### config.mk
export PLATFORM = sky130hd
export DESIGN_NAME = dda_line_rasterizer
export DESIGN_NICKNAME = d
export VERILOG_FILES = /design/src/rtl/core/dda_pkg.sv /design/src/rtl/core/dda_front.sv /design/src/rtl/core/dda_div.sv /design/src/rtl/core/dda_back.sv /design/src/rtl/core/dda_line_rasterizer.sv
export VERILOG_INCLUDE_DIRS = /design/src /design/src/rtl/core
export SDC_FILE = /design/constraint.sdc
export NUM_CORES = 1
export LEC_CHECK = 0
export BUFFER_PORTS_ARGS = -buffer_cell sky130_fd_sc_hd__buf_4
export CORE_UTILIZATION = 45
export DETAILED_ROUTE_END_ITERATION = 10
export PLACE_DENSITY_LB_ADDON = 0.05
export REMOVE_ABC_BUFFERS = 1
export SYNTH_ARGS = -nofsm -noshare
export SYNTH_HDL_FRONTEND = slang
export SYNTH_SLANG_ARGS = --single-unit
### constraint.sdc
create_clock -name clk -period 21.6 [get_ports clk]
set_input_delay 3.24 -clock clk [delete_from_list [all_inputs] [get_ports clk]]
set_output_delay 3.24 -clock clk [all_outputs]
set_load 0.005 [all_outputs]
### src/rtl/core/assert_macros.svh
`ifndef ASSERT_MACROS_SVH
`define ASSERT_MACROS_SVH

// Same-cycle implication, sampled on clk, off during rst.
`define ASSERT_IMPL(lbl, ante, cons, msg) \
  lbl: assert property (@(posedge clk) disable iff (rst) (ante) |-> (cons)) \
    else $error(msg);

// Next-cycle implication, sampled on clk, off during rst.
`define ASSERT_NEXT(lbl, ante, cons, msg) \
  lbl: assert property (@(posedge clk) disable iff (rst) (ante) |=> (cons)) \
    else $error(msg);

`endif

### src/rtl/core/dda_pkg.sv
package dda_pkg;

  localparam int COORD_BITS = 12;
  localparam int FRAC_BITS  = 16;
  localparam int ACC_BITS   = COORD_BITS + FRAC_BITS + 1;
  localparam int STEP_BITS  = FRAC_BITS + 2;
  localparam int QUOT_BITS  = FRAC_BITS + 1;

  localparam int Q_DEPTH    = 4;
  localparam int Q_PTR_BITS = $clog2(Q_DEPTH);
  localparam int Q_CNT_BITS = Q_PTR_BITS + 1;

  localparam int DIV_CNT_BITS = $clog2(FRAC_BITS + 2);

  localparam logic REQ_START = 1'b0;
  localparam logic REQ_STEP  = 1'b1;

  typedef enum logic {
    BK_RUN,
    BK_DIV
  } back_state_t;

  typedef struct packed {
    logic                  is_step;
    logic                  y_major;
    logic [COORD_BITS-1:0] maj0;
    logic [COORD_BITS-1:0] maj1;
    logic [COORD_BITS-1:0] min0;
    logic                  dmin_neg;
    logic [COORD_BITS-1:0] dmin_mag;
    logic [COORD_BITS-1:0] dmaj;
  } cmd_t;

  typedef struct packed {
    logic                  start;
    logic [COORD_BITS-1:0] num;
    logic [COORD_BITS-1:0] den;
  } div_req_t;

  typedef struct packed {
    logic                 busy;
    logic                 done;
    logic [QUOT_BITS-1:0] quot;
  } div_rsp_t;

endpackage

### src/rtl/core/dda_front.sv
`include "assert_macros.svh"

module dda_front (
  input  logic                           clk,
  input  logic                           rst,
  input  logic                           in_valid,
  output logic                           in_stall,
  input  logic                           req_type,
  input  logic [dda_pkg::COORD_BITS-1:0] x_start,
  input  logic [dda_pkg::COORD_BITS-1:0] y_start,
  input  logic [dda_pkg::COORD_BITS-1:0] x_end,
  input  logic [dda_pkg::COORD_BITS-1:0] y_end,
  output logic                           q_valid,
  output dda_pkg::cmd_t                  q_head,
  input  logic                           q_pop
);

  dda_pkg::cmd_t                   q_mem [dda_pkg::Q_DEPTH];
  logic [dda_pkg::Q_PTR_BITS-1:0]  wr_ptr;
  logic [dda_pkg::Q_PTR_BITS-1:0]  rd_ptr;
  logic [dda_pkg::Q_CNT_BITS-1:0]  count;
  logic                            push;
  dda_pkg::cmd_t                   cmd;

  logic signed [dda_pkg::COORD_BITS:0] dx;
  logic signed [dda_pkg::COORD_BITS:0] dy;
  logic signed [dda_pkg::COORD_BITS:0] dmin;
  logic [dda_pkg::COORD_BITS-1:0]      adx;
  logic [dda_pkg::COORD_BITS-1:0]      ady;
  logic                                ymaj;
  logic [dda_pkg::COORD_BITS-1:0]      maj_a;
  logic [dda_pkg::COORD_BITS-1:0]      maj_b;
  logic [dda_pkg::COORD_BITS-1:0]      min_a;
  logic [dda_pkg::COORD_BITS-1:0]      min_b;
  logic [dda_pkg::COORD_BITS-1:0]      maj0;
  logic [dda_pkg::COORD_BITS-1:0]      maj1;
  logic [dda_pkg::COORD_BITS-1:0]      min0;
  logic [dda_pkg::COORD_BITS-1:0]      min1;

  // classify: pick the major axis and order the endpoints
  always_comb begin
    dx    = $signed({1'b0, x_end}) - $signed({1'b0, x_start});
    dy    = $signed({1'b0, y_end}) - $signed({1'b0, y_start});
    adx   = dx[dda_pkg::COORD_BITS] ? dda_pkg::COORD_BITS'(-dx) : dda_pkg::COORD_BITS'(dx);
    ady   = dy[dda_pkg::COORD_BITS] ? dda_pkg::COORD_BITS'(-dy) : dda_pkg::COORD_BITS'(dy);
    ymaj  = adx < ady;
    maj_a = ymaj ? y_start : x_start;
    maj_b = ymaj ? y_end   : x_end;
    min_a = ymaj ? x_start : y_start;
    min_b = ymaj ? x_end   : y_end;
    if (maj_a > maj_b) begin
      maj0 = maj_b;
      maj1 = maj_a;
      min0 = min_b;
      min1 = min_a;
    end else begin
      maj0 = maj_a;
      maj1 = maj_b;
      min0 = min_a;
      min1 = min_b;
    end
    dmin = $signed({1'b0, min1}) - $signed({1'b0, min0});
    cmd.is_step  = (req_type == dda_pkg::REQ_STEP);
    cmd.y_major  = ymaj;
    cmd.maj0     = maj0;
    cmd.maj1     = maj1;
    cmd.min0     = min0;
    cmd.dmin_neg = dmin[dda_pkg::COORD_BITS];
    cmd.dmin_mag = dmin[dda_pkg::COORD_BITS] ? dda_pkg::COORD_BITS'(-dmin)
                                             : dda_pkg::COORD_BITS'(dmin);
    cmd.dmaj     = maj1 - maj0;
  end

  assign in_stall = (count == dda_pkg::Q_CNT_BITS'(dda_pkg::Q_DEPTH));
  assign push     = in_valid && !in_stall;
  assign q_valid  = (count != '0);
  assign q_head   = q_mem[rd_ptr];

  always_ff @(posedge clk) begin
    if (push) begin
      q_mem[wr_ptr] <= cmd;
    end
  end

  always_ff @(posedge clk) begin
    if (rst) begin
      wr_ptr <= '0;
      rd_ptr <= '0;
      count  <= '0;
    end else begin
      if (push) begin
        wr_ptr <= wr_ptr + 1'b1;
      end
      if (q_pop) begin
        rd_ptr <= rd_ptr + 1'b1;
      end
      case ({push, q_pop})
        2'b10:   count <= count + 1'b1;
        2'b01:   count <= count - 1'b1;
        default: count <= count;
      endcase
    end
  end

  `ASSERT_IMPL(a_pop_needs_entry, q_pop, q_valid, "pop from empty queue")
  `ASSERT_IMPL(a_count_bound, 1'b1, count <= dda_pkg::Q_CNT_BITS'(dda_pkg::Q_DEPTH),
               "queue overfilled")

endmodule

### src/rtl/core/dda_div.sv
`include "assert_macros.svh"

module dda_div (
  input  logic              clk,
  input  logic              rst,
  input  dda_pkg::div_req_t req,
  output dda_pkg::div_rsp_t rsp
);

  logic [dda_pkg::COORD_BITS:0]     rem;
  logic [dda_pkg::COORD_BITS-1:0]   den;
  logic [dda_pkg::QUOT_BITS-1:0]    quot;
  logic [dda_pkg::DIV_CNT_BITS-1:0] cnt;
  logic                             busy;
  logic                             done;
  logic                             qbit;
  logic [dda_pkg::COORD_BITS:0]     rem_sub;

  // restoring division of num * 2^FRAC_BITS by den, one quotient bit a cycle
  always_comb begin
    qbit    = (den != '0) && (rem >= {1'b0, den});
    rem_sub = qbit ? (rem - {1'b0, den}) : rem;
  end

  always_ff @(posedge clk) begin
    if (req.start) begin
      rem  <= {1'b0, req.num};
      den  <= req.den;
      quot <= '0;
    end else if (busy) begin
      rem  <= {rem_sub[dda_pkg::COORD_BITS-1:0], 1'b0};
      quot <= {quot[dda_pkg::QUOT_BITS-2:0], qbit};
    end
  end

  always_ff @(posedge clk) begin
    if (rst) begin
      busy <= 1'b0;
      done <= 1'b0;
      cnt  <= '0;
    end else begin
      done <= 1'b0;
      if (req.start) begin
        busy <= 1'b1;
        cnt  <= '0;
      end else if (busy) begin
        cnt <= cnt + 1'b1;
        if (cnt == dda_pkg::DIV_CNT_BITS'(dda_pkg::FRAC_BITS)) begin
          busy <= 1'b0;
          done <= 1'b1;
        end
      end
    end
  end

  assign rsp.busy = busy;
  assign rsp.done = done;
  assign rsp.quot = quot;

  `ASSERT_NEXT(a_start_busy, req.start, busy, "divider not busy after start")
  `ASSERT_IMPL(a_done_idle, done, !busy, "divider done while busy")

endmodule

### src/rtl/core/dda_back.sv
`include "assert_macros.svh"

module dda_back (
  input  logic                           clk,
  input  logic                           rst,
  input  logic                           q_valid,
  input  dda_pkg::cmd_t                  q_head,
  output logic                           q_pop,
  output logic                           out_valid,
  input  logic                           out_stall,
  output logic [dda_pkg::COORD_BITS-1:0] pixel_x,
  output logic [dda_pkg::COORD_BITS-1:0] pixel_y,
  output logic                           pixel_valid,
  output logic                           last_pixel
);

  dda_pkg::back_state_t state;
  dda_pkg::back_state_t state_next;
  dda_pkg::div_req_t    div_req;
  dda_pkg::div_rsp_t    div_rsp;

  logic                                  active;
  logic                                  y_major;
  logic [dda_pkg::COORD_BITS-1:0]        major_pos;
  logic [dda_pkg::COORD_BITS-1:0]        major_stop;
  logic signed [dda_pkg::ACC_BITS-1:0]   minor_accum;
  logic signed [dda_pkg::STEP_BITS-1:0]  minor_step;
  logic                                  step_neg;

  logic                                  out_free;
  logic                                  load_line;
  logic                                  emit;
  logic                                  last;
  logic [dda_pkg::ACC_BITS-1:0]          rounded;
  logic [dda_pkg::COORD_BITS-1:0]        minor;
  logic signed [dda_pkg::STEP_BITS-1:0]  quot_ext;

  dda_div u_div (
    .clk (clk),
    .rst (rst),
    .req (div_req),
    .rsp (div_rsp)
  );

  assign out_free = !out_valid || !out_stall;

  always_ff @(posedge clk) begin
    if (rst) begin
      state <= dda_pkg::BK_RUN;
    end else begin
      state <= state_next;
    end
  end

  always_comb begin
    state_next  = state;
    q_pop       = 1'b0;
    load_line   = 1'b0;
    emit        = 1'b0;
    div_req.start = 1'b0;
    div_req.num   = q_head.dmin_mag;
    div_req.den   = q_head.dmaj;
    case (state)
      dda_pkg::BK_RUN: begin
        if (q_valid) begin
          if (!q_head.is_step) begin
            q_pop         = 1'b1;
            load_line     = 1'b1;
            div_req.start = 1'b1;
            state_next    = dda_pkg::BK_DIV;
          end else if (out_free) begin
            q_pop = 1'b1;
            emit  = 1'b1;
          end
        end
      end
      dda_pkg::BK_DIV: begin
        if (div_rsp.done) begin
          state_next = dda_pkg::BK_RUN;
        end
      end
      default: begin
        state_next = dda_pkg::BK_RUN;
      end
    endcase
  end

  always_comb begin
    rounded  = minor_accum + (dda_pkg::ACC_BITS'(1) << (dda_pkg::FRAC_BITS - 1));
    minor    = rounded[dda_pkg::FRAC_BITS +: dda_pkg::COORD_BITS];
    last     = major_pos >= major_stop;
    quot_ext = $signed({1'b0, div_rsp.quot});
  end

  always_ff @(posedge clk) begin
    if (rst) begin
      active      <= 1'b0;
      y_major     <= 1'b0;
      major_pos   <= '0;
      major_stop  <= '0;
      minor_accum <= '0;
      minor_step  <= '0;
      step_neg    <= 1'b0;
    end else begin
      if (load_line) begin
        active      <= 1'b1;
        y_major     <= q_head.y_major;
        major_pos   <= q_head.maj0;
        major_stop  <= q_head.maj1;
        minor_accum <= $signed({1'b0, q_head.min0, dda_pkg::FRAC_BITS'(0)});
        minor_step  <= '0;
        step_neg    <= q_head.dmin_neg;
      end else if (state == dda_pkg::BK_DIV && div_rsp.done) begin
        minor_step <= step_neg ? -quot_ext : quot_ext;
      end else if (emit && active) begin
        if (last) begin
          active <= 1'b0;
        end else begin
          major_pos   <= major_pos + 1'b1;
          minor_accum <= minor_accum + dda_pkg::ACC_BITS'(minor_step);
        end
      end
    end
  end

  // hold the result until the receiver takes it
  always_ff @(posedge clk) begin
    if (rst) begin
      out_valid <= 1'b0;
    end else if (emit) begin
      out_valid <= 1'b1;
    end else if (!out_stall) begin
      out_valid <= 1'b0;
    end
  end

  always_ff @(posedge clk) begin
    if (emit) begin
      if (!active) begin
        pixel_x     <= '0;
        pixel_y     <= '0;
        pixel_valid <= 1'b0;
        last_pixel  <= 1'b0;
      end else begin
        pixel_x     <= y_major ? minor : major_pos;
        pixel_y     <= y_major ? major_pos : minor;
        pixel_valid <= 1'b1;
        last_pixel  <= last;
      end
    end
  end

  `ASSERT_IMPL(a_no_emit_in_div, state == dda_pkg::BK_DIV, !emit && !q_pop,
               "request taken while dividing")
  `ASSERT_NEXT(a_last_clears, emit && active && last, !active,
               "line still active after last pixel")

endmodule

### src/rtl/core/dda_line_rasterizer.sv
// DDA line rasterizer.
// Input channel (in_valid / in_stall): req_type 0 is a start request carrying
// x_start, y_start, x_end, y_end; req_type 1 is a step request. A start
// request gives no result and drops any line in progress. Each step request
// gives one result on the output channel (out_valid / out_stall): the next
// pixel of the line with pixel_valid 1 and last_pixel on the final one, or
// pixel_valid 0 with zero fields when no line is active.
// Requests enter a four-entry queue and are carried out in order by the back
// end. A step request passes through its queue entry and the output register
// before it is delivered, and steps run at one per cycle while the receiver
// does not stall and no start request is in the divider. A start request
// holds the back end in BK_DIV while the iterative divider works out the
// slope one quotient bit per cycle; steps queued behind it wait, and the
// queue keeps accepting. When the receiver stalls, the result holds in the
// output register and the queue absorbs up to four more requests before
// in_stall rises. Reset (rst, synchronous) empties the queue, clears
// out_valid and leaves no line active.

module dda_line_rasterizer (
  input  logic                           clk,
  input  logic                           rst,
  input  logic                           in_valid,
  output logic                           in_stall,
  input  logic                           req_type,
  input  logic [dda_pkg::COORD_BITS-1:0] x_start,
  input  logic [dda_pkg::COORD_BITS-1:0] y_start,
  input  logic [dda_pkg::COORD_BITS-1:0] x_end,
  input  logic [dda_pkg::COORD_BITS-1:0] y_end,
  output logic                           out_valid,
  input  logic                           out_stall,
  output logic [dda_pkg::COORD_BITS-1:0] pixel_x,
  output logic [dda_pkg::COORD_BITS-1:0] pixel_y,
  output logic                           pixel_valid,
  output logic                           last_pixel
);

  logic          q_valid;
  logic          q_pop;
  dda_pkg::cmd_t q_head;

  dda_front u_front (
    .clk      (clk),
    .rst      (rst),
    .in_valid (in_valid),
    .in_stall (in_stall),
    .req_type (req_type),
    .x_start  (x_start),
    .y_start  (y_start),
    .x_end    (x_end),
    .y_end    (y_end),
    .q_valid  (q_valid),
    .q_head   (q_head),
    .q_pop    (q_pop)
  );

  dda_back u_back (
    .clk         (clk),
    .rst         (rst),
    .q_valid     (q_valid),
    .q_head      (q_head),
    .q_pop       (q_pop),
    .out_valid   (out_valid),
    .out_stall   (out_stall),
    .pixel_x     (pixel_x),
    .pixel_y     (pixel_y),
    .pixel_valid (pixel_valid),
    .last_pixel  (last_pixel)
  );

endmodule

After elaboration in Yosys (flattened, before gate mapping)
Memories as Yosys holds them, arrays and structs flattened. A register that Yosys moved wholly into a read port is not among the register bits.
Index checks and enable logic that the tools add are counted.
{"block": "totals", "in_bits": 53, "mem_count": 1, "out_inout_bits": 28, "ram_bits": 252, "regBits": 158}
{"block": "op_classes", "bitwise": 4, "n_reduce_logical": 19, "mux": 53, "n_eq_ne": 7, "add_sub_neg": 17, "magnitude_cmp": 4}
{"memory": "u_front.q_mem", "depth": 4, "word_bits": 63, "rd": 1, "rd_ports_with_merged_regs": 1, "write_ports": 1, "line": "dda_front.sv:18", "source": "dda_pkg::cmd_t q_mem [dda_pkg::Q_DEPTH];"}
{"operator": "$mux 12", "n": 20}
{"operator": "$mux 28", "n": 4}
{"operator": "$sub 12x12->13", "n": 3}
{"operator": "$neg 12->12", "n": 3}
{"operator": "$add 29x18->29", "n": 1}
{"operator": "$add 28x17->28 const B", "n": 1}
{"operator": "$mux 1", "n": 24}
{"operator": "$sub 12x12->12", "n": 2}
{"operator": "$mux 18", "n": 1}
{"operator": "$neg 17->18", "n": 1}
{"operator": "$ge 13x12->1", "n": 1}
{"operator": "$add 12x1->12 const B", "n": 1}
{"operator": "$ge 12x12->1", "n": 1}
{"operator": "$gt 12x12->1", "n": 1}
{"operator": "$lt 12x12->1", "n": 1}
{"operator": "$reduce_bool 12->1", "n": 1}
{"operator": "$reduce_and 3->1", "n": 3}
{"operator": "$reduce_bool 2->1", "n": 4}
{"operator": "$ne 2x1->1 const B", "n": 3}
{"operator": "$pmux 3 s2", "n": 1}
{"operator": "$add 5x1->5 const B", "n": 1}
{"operator": "$eq 5x5->1 const B", "n": 1}
{"operator": "$add 2x1->2 const B", "n": 2}
{"operator": "$logic_and 1x1->1", "n": 4}
{"operator": "13 further kinds", "n": 19}

Logic depth before layout (Yosys ltp)
{"block": "depth", "word_depth": 10, "mapped_depth": 57, "ltp_nobuf": 49}

By module
A second synthesis with hierarchy kept.
{"block": "hier_totals", "hier_cells": 2145, "area_unflattened_um2": 23227.3}
{"module": "dda_front", "instances": 1, "area_per_inst_um2": 14268.7, "seq_area_each_um2": 7747.4, "cells_each": 1116}
{"module": "dda_back", "instances": 1, "area_per_inst_um2": 6341.1, "seq_area_each_um2": 2282.2, "cells_each": 778}
{"module": "dda_div", "instances": 1, "area_per_inst_um2": 2617.5, "seq_area_each_um2": 1221.2, "cells_each": 251}

Worst setup path before layout
No wires, ideal clock.
{"block": "synth_path", "kind": "input to register", "from": "input y_end[0] (netlist name)", "to": "memory u_front.q_mem[0][23] (netlist name) (data pin)", "arrival_time_ns": 13.559, "path_buffers": 8, "t_required_ns": 21.322, "slack_ns": 7.763, "path_stages": 56, "setup_time_ns": 0.278, "cell_sequence": "inv_1 > ha_1 > inv_1 > fa_1 > a21o_1 > a21oi_1 > o21ai_0 > a21oi_1 > o21bai_1 > a21oi_1 > o21bai_1 > a21oi_1 > nor2_1 > a211oi_1 > clkbuf_1 > o31ai_1 > xnor2_1 > ha_1 > [... 20 more ...] > buf_2 > a211oi_1 > a31oi_1 > ha_1 > fa_1 > nor2b_1 > o21ai_0 > a21boi_0 > o21ai_0 > a21boi_0 > o21ai_0 > a21boi_0 > o21a_1 > o21ai_0 > a21oi_1 > clkinv_1 > o31ai_1 > xnor2_1"}
{"element": "from (decl)", "line": "dda_line_rasterizer.sv:28", "source": "input logic [dda_pkg::COORD_BITS-1:0] y_end,"}
{"element": "to (decl)", "line": "dda_front.sv:18"}

==> flow_summary.yaml <==
critical_path:
  end_kind: "flip-flop"
  cp.arrival_ns: 15.30
  slowest_stage: "buf_4"
  path_class: "in2reg"
  slowest_delay_ns: 0.67
  reg2regPathDepth: 15
  cpMostUsedCell: "o21ai_0"
  r2r_slack_ns: 17.58
  cp-start-kind: "primary input"
  crit_required_ns: 21.96
  cp_max_fo: 69
synth:
  syn-cell-area_sq_um: 22700
  synth_edf_count: 302
  synth_top_cell_area_share: 0.400
  avgSynthCellArea_sq_um: 10.9
  synth_cell_types: 84
  synth.area.top_cells: "edfxtp_1 (40%), dfxtp_1 (9.6%), ha_1 (6.7%)"
  yosysSeqAreaShare: 0.496
  yosysTopAreaCell: "edfxtp_1"
  ys_async_sr_fraction: 0
  yosysWarnings: 0
  ys.flop_type: "edfxtp_1"
  syn-instance-count: 2088
  ys_seq_elements: 411
floorplanning:
  rows: 81
  die_w_microns: 226
  io_pins: 81
  die_y_microns: 226
  core_sq_um: 49400
  start_util: 0.459
  dieArea_sq_um: 51300
cts:
  hold_buffers: 0
  clk_latency_ns: 0.57
  numClockSinks: 411
  numCtsBuffers: 45
  root_buffer: "clkbuf_16"
  clk_pin_slew_worst_paths_ns: 0.06
  cts_setup_buffers: 0
  cts_tree: "yes"
  cts_max_level: 2
  max-clock-path-buffers: 3
  cts_resized: 0
routing:
  wl_mm: 52.0
  drcViolationCount: 0
  detail-route-antenna-nets: 0
  wl_per_cell_microns: 18.3
  vias: 15500
  first_pass_iters: 5
  drtIter0Drc: 916
  avgViaCountPerCell: 5.43
sta:
  tightest_slew_ns: 1.13
  report.final.slew_viol_count: 0
  min_period_over_period: 0.691
  rsz0062_at_grt: "false"
  whs_ns: 0.455
  fmax_mhz: 67.0
  fin_skew_ns: 0.00915
  final.setup.tns_ns: 0
  fin_crit_ns: 14.94
  slew_headroom: 0.247
  hold_violations: 0
  fin_ws_ns: 6.66
  setup_viol: 0
place:
  gp_congestion: 0.866
  io_buffer_count: 80
  dp.cells: 2763
  pre_cts_ws_ns: 5.50
  post-dp-hpwl_mm: 36.9
global_route:
  grt_pass1_vias: 15300
  grt_usage: 0.209
  grt_max_degree: 82
  antenna_found_initial: 0
  grt_pass1_wl_mm: 83.2
  overflow: 0
layout:
  areaGrowthSynthToFinish_pct: 11.6
  diodes: 0
  drive_gt1_frac: 0.121
  finalNonFillerCells: 2846
  fillers: 4442
  final_nets: 2328
hold_path:
  min_path_type: "reg2reg"
  min_path_cells: 2
job:
  maxCapViolCount: 0
outcome:
  status: "complete, no violations"
-- layout by cell type (no fill, tap or decap), types with 18 or more instances in the layout --
master	n
xor2_1	64
a211oi_1	44
edfxtp_1	302
mux4_2	63
clkbuf_16	45
and3_1	26
and2_1	20
inv_1	133
o21ai_0	89
nand3_1	30
nor3_1	24
nand2_1	235
ha_1	122
mux2i_1	62
a21oi_1	125
nor2_1	184
dfxtp_1	107
a31oi_1	18
or3_1	19
nor2b_1	22
a21o_1	30
xnor2_1	59
buf_4	99
-- cell type report --
cell class	count	area, sq um	share of cell area
repair buffers	100	748	0.0296
flip-flops and latches	411	11300	0.445
clock buffers	55	1170	0.0464
multi-input cells	1453	10600	0.418
inverters	136	510	0.0202
well taps	664	831	0.0328
clock inverters	27	214	0.00845
-- critical path, delay by kind of cell --
kind                       cells  cell delay [ns]
xor gates and xnor gates       2             0.41
buffers and inverters          8             2.55
AOI/OAI and AO/OA             25             5.51
adders and majority gates      5             1.56
muxes                          1             0.38
and+or+nand+nor               10             1.58
-- per-layer routing --
layer / global-route usage / routed length [microns] / vias up / part of all wire
li1: - / - / 7726 / -
met1: 0.288 / 24500 / 7376 / 0.47
met2: 0.341 / 24100 / 296 / 0.46
met3: 0.0294 / 2040 / 69 / 0.039
met4: 0.0641 / 1390 / 0 / 0.027
met5: 0 / 0 / - / 0
-- state kept, by name (all words and copies together) (netlist names), 3 cells and up, named ones only --
signal	cells
u_back.u_div.rem	13
u_back.minor_step	18
u_back.major_pos	12
u_back.u_div.den	12
u_back.minor_accum	28
u_back.u_div.quot	17
u_back.u_div.cnt	5
u_back.pixel_x	12
u_back.pixel_y	12
u_front.q_mem	252
u_front.count	3
u_back.major_stop	12
-- Yosys cell counts (59+ instances only) --
master    number
ha_1         122
mux4_2        63
nand2_1      236
mux2i_1       62
nor2_1       184
xnor2_1       59
edfxtp_1     302
o21ai_0       89
clkbuf_1      60
a21oi_1      126
dfxtp_1      109
xor2_1        64
inv_1        133
-- path summary, 6_finish.rpt --
kind,start,end
min,u_back.major_stop[2],u_back.major_stop[2]
max reg2reg,u_back.minor_step[0],u_back.minor_accum[26]
min reg2reg,u_back.major_stop[2],u_back.major_stop[2]
max,y_end[0],u_front.q_mem[2][16]
-- logic make-up after synthesis --
kind of cell / Yosys count / synth area share
AND/OR/NAND/NOR: 635 / 0.129
AO/OA/AOI/OAI: 438 / 0.125
flip-flops: 411 / 0.496
buffers and inverters: 224 / 0.0385
adder cells (fa/ha/maj): 130 / 0.0735
multiplexers: 127 / 0.0911
XOR/XNOR: 123 / 0.0475
-- through the flow --
stage	util	instance area (sq um)
after CTS	0.513	25300
final	0.513	25300
after floorplan	-	22300
after global placement	0.485	23900
after detailed placement	0.485	23900
after global routing	0.513	25300
Power is left out: the tool's default activity adds up to more than one toggle a clock period on the data nets, which glitch-free logic cannot reach.
